<file path="config.mk">
export PLATFORM = sky130hd
export DESIGN_NAME = abba_baba_block_counter
export DESIGN_NICKNAME = d
export VERILOG_FILES = /design/src/sv/abbc_pkg.sv /design/src/sv/abbc_site_match.sv /design/src/sv/abbc_divider.sv /design/src/sv/abba_baba_block_counter.sv
export SDC_FILE = /design/constraint.sdc
export NUM_CORES = 1
export LEC_CHECK = 0
export BUFFER_PORTS_ARGS = -buffer_cell sky130_fd_sc_hd__buf_2
export CAP_MARGIN = 20
export CORE_ASPECT_RATIO = 0.5
export CORE_MARGIN = 8
export CORE_UTILIZATION = 27
export DETAILED_ROUTE_END_ITERATION = 12
export HOLD_SLACK_MARGIN = 0.1
export PLACE_DENSITY_LB_ADDON = 0.15
export REMOVE_ABC_BUFFERS = 1
export SLEW_MARGIN = 10
export SYNTH_ARGS = -nofsm -noshare
export SYNTH_HDL_FRONTEND = slang
export SYNTH_HIERARCHICAL = 1
export SYNTH_SLANG_ARGS = --single-unit
</file>
<file path="constraint.sdc">
create_clock -name clk -period 15.3 [get_ports clk]
set_clock_uncertainty 0.05 [all_clocks]
set_input_delay 1.53 -clock clk [delete_from_list [all_inputs] [get_ports clk]]
set_output_delay 1.53 -clock clk [all_outputs]
set_load 0.02 [all_outputs]
</file>
<file path="src/sv/abbc_pkg.sv">
// Package for the ABBA/BABA block counter: widths, base and command codes,
// the sequencer state type, shared structs and the transversion function.
// No dependencies.
`default_nettype none

package abbc_pkg;

  localparam int COUNT_BITS    = 24;
  localparam int POSITION_BITS = 32;
  localparam int BLOCK_BITS    = 24;
  localparam int FRAC_BITS     = 16;
  localparam int OUT_BITS      = 32;
  localparam int BASE_BITS     = 3;

  // Divider widths cover both the ratio and the position remainder.
  localparam int DIV_A         = COUNT_BITS + FRAC_BITS;
  localparam int DIV_B         = (POSITION_BITS > DIV_A) ? POSITION_BITS : DIV_A;
  localparam int DIV_BITS      = (DIV_B > OUT_BITS + 1) ? DIV_B : OUT_BITS + 1;
  localparam int DVS_BITS      = (COUNT_BITS > BLOCK_BITS) ? COUNT_BITS : BLOCK_BITS;
  localparam int DIV_CNT_BITS  = $clog2(DIV_BITS + 1);

  localparam logic [BLOCK_BITS-1:0] BLOCK_LEN_RESET = BLOCK_BITS'(1000);
  localparam logic [COUNT_BITS-1:0] COUNT_MAX = {COUNT_BITS{1'b1}};

  localparam logic [BASE_BITS-1:0] BASE_A = 3'd0;
  localparam logic [BASE_BITS-1:0] BASE_C = 3'd1;
  localparam logic [BASE_BITS-1:0] BASE_G = 3'd2;
  localparam logic [BASE_BITS-1:0] BASE_T = 3'd3;
  localparam logic [BASE_BITS-1:0] BASE_N = 3'd4;

  localparam logic CMD_COLUMN = 1'b0;
  localparam logic CMD_FLUSH  = 1'b1;

  typedef enum logic [2:0] {
    S_IDLE,
    S_RATIO_START,
    S_RATIO_WAIT,
    S_FINISH,
    S_REM_START,
    S_REM_WAIT
  } state_t;

  typedef struct packed {
    logic abba_one;
    logic baba_one;
    logic abba_two;
    logic baba_two;
  } site_hits_t;

  typedef struct packed {
    logic busy;
    logic done;
  } div_status_t;

  // A transversion pairs a purine with a pyrimidine; unknown codes never do.
  function automatic logic transversion(input logic [BASE_BITS-1:0] x,
                                        input logic [BASE_BITS-1:0] y);
    logic [BASE_BITS-1:0] d;
    d = x ^ y;
    return (x <= BASE_T) && (y <= BASE_T) && (d inside {3'd1, 3'd3});
  endfunction

endpackage

`default_nettype wire

</file>
<file path="src/sv/abbc_site_match.sv">
// Site pattern detector: tests one alignment column for the four
// ABBA/BABA patterns. Depends on abbc_pkg.
`default_nettype none

module abbc_site_match
  import abbc_pkg::*;
(
  input  logic [BASE_BITS-1:0] base_first,
  input  logic [BASE_BITS-1:0] base_second,
  input  logic [BASE_BITS-1:0] base_admix,
  input  logic [BASE_BITS-1:0] base_admix_two,
  input  logic [BASE_BITS-1:0] base_outgroup,
  output site_hits_t           hits
);

  logic no_n;
  logic tv_second;
  logic tv_admix;

  assign no_n = (base_first != BASE_N) && (base_second != BASE_N) &&
                (base_admix != BASE_N) && (base_admix_two != BASE_N) &&
                (base_outgroup != BASE_N);

  assign tv_second = transversion(base_first, base_second);
  assign tv_admix  = transversion(base_first, base_admix);

  always_comb begin
    hits.abba_one = no_n && tv_second && (base_first == base_outgroup) &&
                    (base_second != base_outgroup) && (base_second == base_admix_two);
    hits.baba_one = no_n && tv_second && (base_first != base_outgroup) &&
                    (base_second == base_outgroup) && (base_first == base_admix_two);
    hits.abba_two = no_n && tv_admix && (base_first == base_outgroup) &&
                    (base_admix != base_outgroup) && (base_admix == base_admix_two);
    hits.baba_two = no_n && tv_admix && (base_first == base_admix_two) &&
                    (base_admix_two != base_outgroup) && (base_admix == base_outgroup);
  end

endmodule

`default_nettype wire

</file>
<file path="src/sv/abbc_divider.sv">
// Restoring divider, one quotient bit per cycle, shared by the ratio and
// the position remainder. Depends on abbc_pkg.
`default_nettype none

module abbc_divider
  import abbc_pkg::*;
(
  input  logic                clk,
  input  logic                rst,
  input  logic                start,
  input  logic [DIV_BITS-1:0] dividend,
  input  logic [DVS_BITS-1:0] divisor,
  output logic [DIV_BITS-1:0] quotient,
  output logic [DVS_BITS-1:0] remainder,
  output div_status_t         status
);

  logic [DIV_BITS-1:0]     quot;
  logic [DVS_BITS-1:0]     rem;
  logic [DVS_BITS-1:0]     dvs;
  logic [DIV_CNT_BITS-1:0] cnt;
  logic                    active;
  logic                    done;
  logic [DVS_BITS:0]       trial;
  logic [DVS_BITS:0]       diff;
  logic                    qbit;

  assign trial = {rem, quot[DIV_BITS-1]};
  assign diff  = trial - {1'b0, dvs};
  assign qbit  = (trial >= {1'b0, dvs});

  always_ff @(posedge clk) begin
    if (rst) begin
      active <= 1'b0;
      done   <= 1'b0;
      cnt    <= '0;
    end else begin
      done <= 1'b0;
      if (start) begin
        active <= 1'b1;
        cnt    <= DIV_CNT_BITS'(DIV_BITS);
      end else if (active) begin
        cnt <= cnt - DIV_CNT_BITS'(1);
        if (cnt == DIV_CNT_BITS'(1)) begin
          active <= 1'b0;
          done   <= 1'b1;
        end
      end
    end
  end

  always_ff @(posedge clk) begin
    if (start) begin
      quot <= dividend;
      rem  <= '0;
      dvs  <= divisor;
    end else if (active) begin
      quot <= {quot[DIV_BITS-2:0], qbit};
      rem  <= qbit ? diff[DVS_BITS-1:0] : trial[DVS_BITS-1:0];
    end
  end

  assign quotient    = quot;
  assign remainder   = rem;
  assign status.busy = active;
  assign status.done = done;

endmodule

`default_nettype wire

</file>
<file path="src/sv/abba_baba_block_counter.sv">
// ABBA/BABA block counter. A column that closes no block does not stall the
// input unless a block length write is pending; a block or scaffold end stalls
// it through start, the 40-step shared divider and finish (no division with a
// zero divisor), plus any output stall. A block length write stalls input to redo
// position mod block length (no division if zero). Synchronous reset clears counts
// and position and sets the block length to 1000.
`default_nettype none

module abba_baba_block_counter
  import abbc_pkg::*;
(
  input  logic                   clk,
  input  logic                   rst,
  input  logic                   cfg_valid,
  output logic                   cfg_ready,
  input  logic [BLOCK_BITS-1:0]  block_len,
  input  logic                   in_valid,
  output logic                   in_stall,
  input  logic                   cmd,
  input  logic [BASE_BITS-1:0]   base_first,
  input  logic [BASE_BITS-1:0]   base_second,
  input  logic [BASE_BITS-1:0]   base_admix,
  input  logic [BASE_BITS-1:0]   base_admix_two,
  input  logic [BASE_BITS-1:0]   base_outgroup,
  output logic                   out_valid,
  input  logic                   out_stall,
  output logic [31:0]            end_position,
  output logic signed [31:0]     f_hat,
  output logic [23:0]            abba_one,
  output logic [23:0]            baba_one,
  output logic [23:0]            abba_two,
  output logic [23:0]            baba_two,
  output logic                   zero_divisor
);

  state_t state, state_next;

  logic [BLOCK_BITS-1:0]    blk_size;
  logic [POSITION_BITS-1:0] position;
  logic [BLOCK_BITS-1:0]    rem;
  logic [COUNT_BITS-1:0]    abba_one_count;
  logic [COUNT_BITS-1:0]    baba_one_count;
  logic [COUNT_BITS-1:0]    abba_two_count;
  logic [COUNT_BITS-1:0]    baba_two_count;
  logic                     flush_pend;
  logic                     zdiv;
  logic                     neg;

  site_hits_t               hits;
  div_status_t              div_stat;
  logic                     div_start;
  logic [DIV_BITS-1:0]      div_dividend;
  logic [DVS_BITS-1:0]      div_divisor;
  logic [DIV_BITS-1:0]      div_quot;
  logic [DVS_BITS-1:0]      div_rem;

  logic                     in_accept;
  logic                     cfg_accept;
  logic                     out_free;
  logic                     load_out;
  logic [POSITION_BITS-1:0] position_next;
  logic [BLOCK_BITS:0]      rem_inc;
  logic                     col_emit;
  logic                     den_zero;
  logic                     num_neg;
  logic                     den_neg;
  logic [COUNT_BITS-1:0]    num_mag;
  logic [COUNT_BITS-1:0]    den_mag;
  logic [DIV_BITS-1:0]      sat_lim;
  logic [DIV_BITS-1:0]      q_sat;
  logic [31:0]              q32;
  logic [31:0]              fixed;

  abbc_site_match u_match (
    .base_first     (base_first),
    .base_second    (base_second),
    .base_admix     (base_admix),
    .base_admix_two (base_admix_two),
    .base_outgroup  (base_outgroup),
    .hits           (hits)
  );

  abbc_divider u_div (
    .clk       (clk),
    .rst       (rst),
    .start     (div_start),
    .dividend  (div_dividend),
    .divisor   (div_divisor),
    .quotient  (div_quot),
    .remainder (div_rem),
    .status    (div_stat)
  );

  assign in_accept  = in_valid && !in_stall;
  assign cfg_accept = cfg_valid && cfg_ready;
  assign out_free   = !out_valid || !out_stall;

  // The remainder register tracks position mod the block length; a wrap of
  // the position to zero is also a block boundary.
  assign position_next = position + POSITION_BITS'(1);
  assign rem_inc       = {1'b0, rem} + (BLOCK_BITS + 1)'(1);
  assign col_emit      = (blk_size != '0) &&
                         ((position_next == '0) || (rem_inc == {1'b0, blk_size}));

  assign den_zero = (abba_two_count == baba_two_count);
  assign num_neg  = (abba_one_count < baba_one_count);
  assign den_neg  = (abba_two_count < baba_two_count);
  assign num_mag  = num_neg ? (baba_one_count - abba_one_count)
                            : (abba_one_count - baba_one_count);
  assign den_mag  = den_neg ? (baba_two_count - abba_two_count)
                            : (abba_two_count - baba_two_count);

  always_comb begin
    if (state == S_REM_START) begin
      div_dividend = DIV_BITS'(position);
      div_divisor  = DVS_BITS'(blk_size);
    end else begin
      div_dividend = DIV_BITS'({num_mag, {FRAC_BITS{1'b0}}});
      div_divisor  = DVS_BITS'(den_mag);
    end
  end

  always_comb begin
    sat_lim = neg ? DIV_BITS'(64'h8000_0000) : DIV_BITS'(64'h7FFF_FFFF);
    q_sat   = (div_quot > sat_lim) ? sat_lim : div_quot;
    q32     = q_sat[31:0];
    fixed   = zdiv ? 32'd0 : (neg ? (~q32 + 32'd1) : q32);
  end

  always_comb begin
    state_next = state;
    case (state)
      S_IDLE: begin
        if (cfg_accept) begin
          state_next = S_REM_START;
        end else if (in_accept && ((cmd == CMD_FLUSH) || col_emit)) begin
          state_next = S_RATIO_START;
        end
      end
      S_RATIO_START: state_next = den_zero ? S_FINISH : S_RATIO_WAIT;
      S_RATIO_WAIT:  if (div_stat.done) state_next = S_FINISH;
      S_FINISH:      if (out_free) state_next = S_IDLE;
      S_REM_START:   state_next = (blk_size == '0) ? S_IDLE : S_REM_WAIT;
      S_REM_WAIT:    if (div_stat.done) state_next = S_IDLE;
      default:       state_next = S_IDLE;
    endcase
  end

  always_comb begin
    cfg_ready = 1'b0;
    in_stall  = 1'b1;
    div_start = 1'b0;
    load_out  = 1'b0;
    case (state)
      S_IDLE: begin
        cfg_ready = 1'b1;
        in_stall  = cfg_valid;
      end
      S_RATIO_START: div_start = !den_zero;
      S_REM_START:   div_start = (blk_size != '0);
      S_FINISH:      load_out  = out_free;
      default: begin
        cfg_ready = 1'b0;
      end
    endcase
  end

  always_ff @(posedge clk) begin
    if (rst) begin
      state          <= S_IDLE;
      blk_size       <= BLOCK_LEN_RESET;
      position       <= '0;
      rem            <= '0;
      abba_one_count <= '0;
      baba_one_count <= '0;
      abba_two_count <= '0;
      baba_two_count <= '0;
      flush_pend     <= 1'b0;
      zdiv           <= 1'b0;
      neg            <= 1'b0;
      out_valid      <= 1'b0;
    end else begin
      state <= state_next;
      if (out_valid && !out_stall && !load_out) begin
        out_valid <= 1'b0;
      end
      if (cfg_accept) begin
        blk_size <= block_len;
      end
      if (in_accept) begin
        if (cmd == CMD_FLUSH) begin
          flush_pend <= 1'b1;
        end else begin
          position <= position_next;
          rem      <= col_emit ? '0 : rem_inc[BLOCK_BITS-1:0];
          if (hits.abba_one && abba_one_count != COUNT_MAX) begin
            abba_one_count <= abba_one_count + COUNT_BITS'(1);
          end
          if (hits.baba_one && baba_one_count != COUNT_MAX) begin
            baba_one_count <= baba_one_count + COUNT_BITS'(1);
          end
          if (hits.abba_two && abba_two_count != COUNT_MAX) begin
            abba_two_count <= abba_two_count + COUNT_BITS'(1);
          end
          if (hits.baba_two && baba_two_count != COUNT_MAX) begin
            baba_two_count <= baba_two_count + COUNT_BITS'(1);
          end
        end
      end
      if (state == S_RATIO_START) begin
        zdiv <= den_zero;
        neg  <= num_neg ^ den_neg;
      end
      if (state == S_REM_START && blk_size == '0) begin
        rem <= '0;
      end
      if (state == S_REM_WAIT && div_stat.done) begin
        rem <= div_rem[BLOCK_BITS-1:0];
      end
      if (load_out) begin
        out_valid      <= 1'b1;
        abba_one_count <= '0;
        baba_one_count <= '0;
        abba_two_count <= '0;
        baba_two_count <= '0;
        flush_pend     <= 1'b0;
        if (flush_pend) begin
          position <= '0;
          rem      <= '0;
        end
      end
    end
  end

  // Output payload; counts are cleared only after this capture.
  always_ff @(posedge clk) begin
    if (load_out) begin
      end_position <= 32'(position);
      f_hat        <= fixed;
      abba_one     <= 24'(abba_one_count);
      baba_one     <= 24'(baba_one_count);
      abba_two     <= 24'(abba_two_count);
      baba_two     <= 24'(baba_two_count);
      zero_divisor <= zdiv;
    end
  end

  a_div_start_idle: assert property (@(posedge clk) disable iff (rst)
    div_start |-> !div_stat.busy)
    else $error("divider started while busy");

  a_done_in_wait: assert property (@(posedge clk) disable iff (rst)
    div_stat.done |-> (state == S_RATIO_WAIT || state == S_REM_WAIT))
    else $error("divider finished outside a wait state");

  a_rem_in_range: assert property (@(posedge clk) disable iff (rst)
    (state == S_IDLE && blk_size != '0) |-> (rem < blk_size))
    else $error("position remainder out of range");

  a_out_from_finish: assert property (@(posedge clk) disable iff (rst)
    $rose(out_valid) |-> $past(state == S_FINISH))
    else $error("result shown without a finish step");

endmodule

`default_nettype wire

</file>
# After elaboration in Yosys (flattened, before gate mapping)

Index checks and enable logic that the tools add are counted.

Logic and storage cells: 187
Register bits: 440
Bits of input ports: 45

Add/subtract/negate cells: 13
Reduce and logical (&&, ||, !) cells: 59
Bitwise gates (word level): 6
Equal/unequal tests: 35
Magnitude comparators: 7
Multiplexer cells: 41

Operators by type and width:

| operator                                             | count |
|---|---|
| two-way mux 24 bit                                   | 11 |
| two-way mux 32 bit                                   | 7 |
| two-way mux 40 bit                                   | 3 |
| subtractor 24 bit                                    | 5 |
| adder 24 x 1 -> 24 bit (second input constant)       | 4 |
| != test 24 bit (second input constant)               | 4 |
| adder 32 x 1 -> 32 bit (second input constant)       | 2 |
| less-than comparator 24 bit                          | 2 |
| > comparator 40 x 32 -> 1 bit                        | 1 |
| logical AND 1 bit                                    | 34 |
| zero test 32 bit                                     | 1 |
| inverter 32 bit                                      | 1 |
| adder 24 x 1 -> 25 bit (second input constant)       | 1 |
| equality test 25 x 24 -> 1 bit                       | 1 |
| greater-or-equal comparator 25 x 24 -> 1 bit         | 1 |
| equality test 24 bit                                 | 1 |
| zero test 24 bit                                     | 1 |
| nonzero test 24 bit                                  | 1 |
| equality test 3 bit                                  | 6 |
| two-way mux 3 bit                                    | 6 |
| != test 3 bit (second input constant)                | 6 |
| one-hot mux 3 bit (6 select lines)                   | 1 |
| equality test 3 x 2 -> 1 bit (second input constant) | 4 |
| two-way mux 6 bit                                    | 2 |
| 22 further kinds                                     | 55 |

# Longest topological paths before layout

Gate-level depths: netlist (run 1).

Word-level depth: 11
Mapped depth: 27
Mapped depth without buffers: 21

# Hierarchy

The synthesis (run 1) kept the hierarchy.

Modules (own cells, without submodules):

| module                  | area each (um^2) | cells an instance | instances | sequential area each (um^2) |
|---|---|---|---|---|
| abba_baba_block_counter | 22071.2          | 2545              | 1         | 8498.2 |
| abbc_divider            | 5207.5           | 477               | 1         | 2562.5 |
| abbc_site_match         | 361.6            | 52                | 1         | 0.0 |

# Least setup slack after synthesis (run 1)

Ideal clock, no wire load.

Path kind: input port to flip-flop
Start: input port out_stall
End: register abba_one_count[0]
Stages on the path: 8
Buffers on the path: 3
Data arrival time: 10.564 ns
Data required time: 15.122 ns
Setup slack: 4.558 ns
Cells stage by stage: nand2_1 and3_1 nor2b_1 or2_2 clkbuf_1 clkbuf_1 clkbuf_1 nor2_1

Longest elaborated chain between the ends: 4

Ends and longest elaborated chain:

| what                                | line                           | source |
|---|---|---|
| start: declaration                  | abba_baba_block_counter.sv:26  | `input logic out_stall,` |
| zero test 1 bit                     | abba_baba_block_counter.sv:96  | `assign out_free = !out_valid \|\| !out_stall;` |
| logical OR 1 bit                    | abba_baba_block_counter.sv:96  |  |
| two-way mux 1 bit                   | abba_baba_block_counter.sv:154 | `case (state)` |
| net load_out                        | abba_baba_block_counter.sv:60  | `logic load_out;` |
| OR reduction 2 bit (no source line) | --                             |  |
| end signal: assignment              | abba_baba_block_counter.sv:197 | `abba_one_count <= abba_one_count + COUNT_BITS'(1);` |
| end: declaration                    | abba_baba_block_counter.sv:41  | `logic [COUNT_BITS-1:0] abba_one_count;` |

The timed path passes the listed nets, and every way through them passes these cells.
A chain may end at the register's enable or synchronous reset.

# Worst setup path after layout (run 1)

Start: register neg
End: register f_hat[24], data pin

Longest elaborated chain between the ends: 6

Ends and longest elaborated chain:

| what                          | line                           | source |
|---|---|---|
| start: declaration            | abba_baba_block_counter.sv:47  | `logic neg;` |
| start signal: assignment      | abba_baba_block_counter.sv:212 | `neg <= num_neg ^ den_neg;` |
| two-way mux 32 bit            | abba_baba_block_counter.sv:124 | `sat_lim = neg ? DIV_BITS'(64'h8000_0000) : DIV_BITS'(64'h7FFF_FFFF);` |
| > comparator 40 x 32 -> 1 bit | abba_baba_block_counter.sv:125 | `q_sat = (div_quot > sat_lim) ? sat_lim : div_quot;` |
| two-way mux 32 bit            | abba_baba_block_counter.sv:125 |  |
| inverter 32 bit               | abba_baba_block_counter.sv:127 | `fixed = zdiv ? 32'd0 : (neg ? (~q32 + 32'd1) : q32);` |
| adder 32 x 1 -> 32 bit        | abba_baba_block_counter.sv:127 |  |
| two-way mux 32 bit *          | abba_baba_block_counter.sv:127 |  |
| end signal: assignment        | abba_baba_block_counter.sv:239 | `f_hat <= fixed;` |
| end: declaration              | abba_baba_block_counter.sv:28  | `output logic signed [31:0] f_hat,` |

Mark *: on every way between the ends. The rest lies on a longest branch, timed or not.

==> results.json, run 1 <==
{
  "drcViolationCount": 0,
  "grt_max_degree": 156,
  "cts-root-buf": "clkbuf_16",
  "crit_fanout": 61,
  "antenna_found_initial": 4,
  "cts_tree": "yes",
  "numCtsBuffers": 47,
  "first_pass_iters": 8,
  "postRouteAntennaNets": 0,
  "wl_per_cell_um": 19.58,
  "leakage_nw": 11.97,
  "vias_per_cell": 5.055,
  "end_kind": "flip-flop",
  "start_util_pct": 27.10,
  "avgSynthCellArea_um2": 8.992,
  "fin_nets": 3397,
  "n_fill_cell": 10870,
  "die_h_um": 242.2,
  "path_depth": 22,
  "hold_slack_ns": 0.3885,
  "cts_hold_buf": 0,
  "grt_usage_pct": 15.36,
  "worst_pin_slew_ns": 1.071,
  "clk_pin_slew_ns": 0.07,
  "tns_ns": 0,
  "critPathMaxStageDelay_ns": 0.69,
  "maxCapViolCount": 0,
  "cp.arrival_ns": 6.47,
  "setup_viol": 0,
  "overflow": 0,
  "dieArea_um2": 113500,
  "globalplace.congestion": 0.8661,
  "cts_resized": 0,
  "netlist_instances": 3073,
  "post_route_cells_drive_above_1_share_pct": 13.67,
  "outcome": "complete, no violations",
  "yosys_warnings": 6,
  "place_area_um2": 29950,
  "cts_setup_buffers": 0,
  "drtIter0Drc": 1722,
  "relSlewSlack_pct": 26.75,
  "rsz0062_at_grt": "no",
  "port_buffers": 208,
  "die_x_um": 468.4,
  "cp_cell_sequence": "buf_4, clkinv_1, buf_4, ha_1, nor2b_1, o21a_1, o21a_1, o21ai_0, a21oi_1, o31ai_1, a21o_1, mux2i_1, ha_1, inv_1, nor3_1, nand2_1, or4_1, or4_1, and3_1, nor3_1, o21ai_1, a311oi_1",
  "crit_required_ns": 15.66,
  "final_area_um2": 31580,
  "area_delta_synth_final_pct": 14.29,
  "rr_worst_depth": 22,
  "core_um2": 102000,
  "io_pins": 209,
  "vias": 23190,
  "post-route-util_pct": 30.97,
  "fmax_mhz": 163.5,
  "grt_pass1_wl_um": 140100,
  "max-vdd-ir-drop_mv": 0.07277,
  "hold_viol_final": 0,
  "crit_buf_inv": 4,
  "syn_area_um2": 27630,
  "crit_type": "reg -> reg",
  "holdPathStages": 0,
  "finalWirelength_um": 89830,
  "hold_class": "reg -> reg",
  "grt_pass1_vias": 23210,
  "fin_crit_sh_pct": 39.97,
  "ctsLongestPathBuffers": 3,
  "insertion_delay_ns": 0.60,
  "drv_slew": 0,
  "cts-htree-levels": 2,
  "hpwlAfterDp_um": 67120,
  "cts.sinks": 440,
  "start_kind": "flip-flop",
  "crit_family": "simple AND/OR/NAND/NOR gates",
  "period_needed_ns": 6.115,
  "rows": 83,
  "cpMaxStageDelayCell": "a21o_1",
  "powerDensity_nw_per_um2": 121.8
}
-- where the power goes --
group          leakage (nW)  total (mW)  internal, mW  switching [mW]
logic                  7.27        1.02         0.380           0.637
registers              3.91        1.60          1.42           0.181
clock network         0.794        1.23         0.709           0.518
total                  12.0        3.85          2.51            1.33
-- registers in the layout, indices dropped and copies added, names as in the netlist, 32 cells and up --
| signal | count |
|---|---|
| u_div/quotient | 40 |
| end_position | 32 |
| f_hat | 32 |
| position | 32 |
-- metrics by stage --
step	cells	worst slack, ns	total power, mW
floorplan	2900	4.243	2.282
global placement	4497	9.251	2.635
detailed placement	4498	9.221	2.643
CTS	4585	9.162	3.897
global route	4588	8.690	4.080
finish	4588	9.185	3.847
-- cell type report --
| class | count | area, µm² | share of cell area (%) |
|---|---|---|---|
| diodes | 2 | 5.005 | 0.01585 |
| multi-input cells | 2297 | 15290 | 48.42 |
| well taps | 1360 | 1702 | 5.388 |
| clock inverters | 32 | 356.6 | 1.129 |
| clock buffers | 55 | 1259 | 3.986 |
| flip-flops and latches | 440 | 11060 | 35.03 |
| inverters | 163 | 611.8 | 1.937 |
| repair buffers | 239 | 1294 | 4.097 |
-- path summary, 6_finish.rpt --
path                            slack, ns           end          startpoint
worst max-delay path                 9.18     f_hat[24]                 neg
worst min-delay path                 0.39  baba_one[23]  baba_one_count[23]
worst max register to register       9.18     f_hat[24]                 neg
worst min register to register       0.39  baba_one[23]  baba_one_count[23]
-- layer usage --
| layer | share of wire (%) | GRT usage, % | routed length [µm] | vias up |
|---|---|---|---|---|
| met4 | 1.9 | 3.332 | 1732 | 2 |
| met2 | 45 | 24.79 | 40680 | 479 |
| met3 | 4.9 | 2.757 | 4430 | 111 |
| met1 | 48 | 21.39 | 42970 | 11220 |
| met5 | 0.014 | 0 | 13 | - |
| li1 | - | - | - | 11380 |
-- cell usage in the layout, fill, tap and decap left out, drive strengths merged, types with 12 or more instances in the layout --
cell,n
nor2,319
nand2,245
buf,239
edfxtp,225
dfxtp,215
a21oi,202
xnor2,173
inv,163
ha,159
o21ai,125
nand3,111
nor3,89
nand4,73
a21o,68
mux2,64
xor2,58
clkbuf,55
and3,52
nor4,52
or3,34
a211oi,33
o21a,29
and2,27
nor2b,26
and4,24
mux2i,23
a31oi,22
clkinv,22
nand2b,19
o211ai,17
or4,17
a311oi,16
a22oi,16
o31ai,14
or2,14
o311ai,14
nand3b,13
o21bai,12
No activity file was read; power rests on OpenSTA's default activity.
==> run 2: changes to the inputs <==
ABC_AREA = 1   (was unset)
clock period = 6 ns   (was 15.3 ns; I/O delays follow)
==> results.json, run 2 <==
{
  "grt_pass1_vias": 27040,
  "final_cell_mix": "1175 x nand2_1, 533 x inv_1, 352 x nor2_1",
  "min_from": "block_len[9]",
  "p_comb_share_pct": 27.1,
  "cts-root-buf": "clkbuf_16",
  "reg2reg_slack_ns": 1.38,
  "p_int_mw": 6.228,
  "vias_per_cell": 4.835,
  "die_x_um": 481.9,
  "hold_class": "in -> reg",
  "period_needed_ns": 4.622,
  "outcome": "complete, no violations",
  "grt_max_degree": 87,
  "rows": 85,
  "crit_required_ns": 6.48,
  "hold_viol_final": 0,
  "pre_cts_ws_ns": 1.263,
  "r2r-end": "u_div/cnt[4]",
  "worst_pin_slew_ns": 0.9436,
  "hold_slack_ns": 0.1563,
  "drtIter0Drc": 2393,
  "hold_end": "blk_size[9]",
  "post_route_cells_drive_above_1_share_pct": 9.873,
  "cp.arrival_ns": 5.10,
  "die_h_um": 249.0,
  "tns_ns": 0,
  "drcViolationCount": 0,
  "relSlewSlack_pct": 37.09,
  "numCtsBuffers": 48,
  "cts-htree-levels": 2,
  "insertion_delay_ns": 0.65,
  "max-vdd-ir-drop_mv": 0.1864,
  "syn_area_um2": 29310,
  "final_common_cell": "nand2_1",
  "seqPwrFrac_pct": 41.4,
  "drv_slew": 0,
  "grt_pass1_wl_um": 167600,
  "crit_fanout": 44,
  "numPlacedInstances": 5676,
  "r2r_start": "abba_two_count[10]",
  "final_area_um2": 33450,
  "cts_tree": "yes",
  "core_um2": 107600,
  "rr_worst_depth": 16,
  "post-route-util_pct": 31.08,
  "antenna_found_initial": 1,
  "largest_register_ffs": 40,
  "maxCapViolCount": 0,
  "start_kind": "flip-flop",
  "end_kind": "flip-flop",
  "leakage_nw": 14.50,
  "overflow": 0,
  "vias": 27900,
  "cts_setup_buffers": 0,
  "n_fill_cell": 11820,
  "p_sw_share_pct": 36.84,
  "dieArea_um2": 120000,
  "ctsLongestPathBuffers": 3,
  "layout_setup_ws_ns": 1.378,
  "powerDensity_nw_per_um2": 294.8,
  "fmax_mhz": 216.4,
  "finalWirelength_um": 109700,
  "io_pins": 209,
  "fin_crit_sh_pct": 77.03,
  "totalPowerFinal_mw": 9.861,
  "holdPathStages": 3,
  "grt_usage_pct": 17.73,
  "start_util_pct": 27.23,
  "power.switching_mw": 3.633,
  "cts.sinks": 440,
  "postRouteAntennaNets": 0,
  "hpwlAfterDp_um": 86610,
  "fin_nets": 4504,
  "place_area_um2": 31790,
  "area_delta_synth_final_pct": 14.12,
  "setup_viol": 0,
  "globalplace.congestion": 0.8961,
  "netlist_instances": 4119,
  "port_buffers": 208,
  "finalNonFillerCells": 5771,
  "clk_pin_slew_ns": 0.07,
  "crit_type": "reg -> reg",
  "clkPwrFrac_pct": 31.5,
  "first_pass_iters": 6,
  "wl_per_cell_um": 19.02,
  "rsz0062_at_grt": "no",
  "cts_resized": 0,
  "cts_hold_buf": 3,
  "avgSynthCellArea_um2": 7.115,
  "yosys_warnings": 6
}
## run 2: worst max path at each step
stage                       start           endpoint  slack, ns  cells after the start
2_1_floorplan           out_stall  abba_two_count[3]      -1.20                      7
3_3_place_gp                  neg          f_hat[24]       1.28                     21
3_5_place_dp                  neg          f_hat[24]       1.26                     21
4_1_cts                       neg          f_hat[24]       1.26                     21
5_1_grt        abba_two_count[10]         u_div/done       0.78                     16
6_report       abba_two_count[10]       u_div/cnt[4]       1.38                     16
## run 2: power groups by stage
stage | clock network (mW) | registers [mW] | logic, mW
global route | 3.33 | 4.13 | 3.03
detailed placement | 0 | 4.15 | 2.67
finish | 3.11 | 4.08 | 2.67
global placement | 0 | 4.15 | 2.65
floorplan | 0 | 4.13 | 1.68
CTS | 3.22 | 4.08 | 2.69
## run 2: worst max-delay path, stage by stage, from the launching register on
cell and delay [ns]:
dfxtp_1 0.47, inv_1 0.14, ha_1 0.49, nand2_1 0.17
nor2_1 0.19, inv_1 0.09, nor2_1 0.11, inv_1 0.08
nor3_1 0.60, nand2_1 0.11, nand2_1 0.11, nand2_2 0.42
buf_4 0.48, clkinv_1 0.08, buf_4 0.41, nand2_1 0.24
nor3_1 0.23
## run 2: final cells by class
type	count	area, µm²	area share, %
Antenna cell	1	2.502	0.007482
Inverter	559	2106	6.296
Clock inverter	29	307.8	0.9203
Clock buffer	61	1291	3.861
Multi-Input combinational cell	3015	15650	46.78
Timing Repair Buffer	231	1234	3.689
Tap cell	1435	1795	5.368
Sequential cell	440	11060	33.07
## run 2: metal layers
| layer | track usage [%] | part of all wire, % |
|---|---|---|
| met1 | 26.33 | 50 |
| met2 | 26.98 | 43 |
| met3 | 2.748 | 5.9 |
| met4 | 3.624 | 1.8 |
| met5 | 0 | 0.012 |
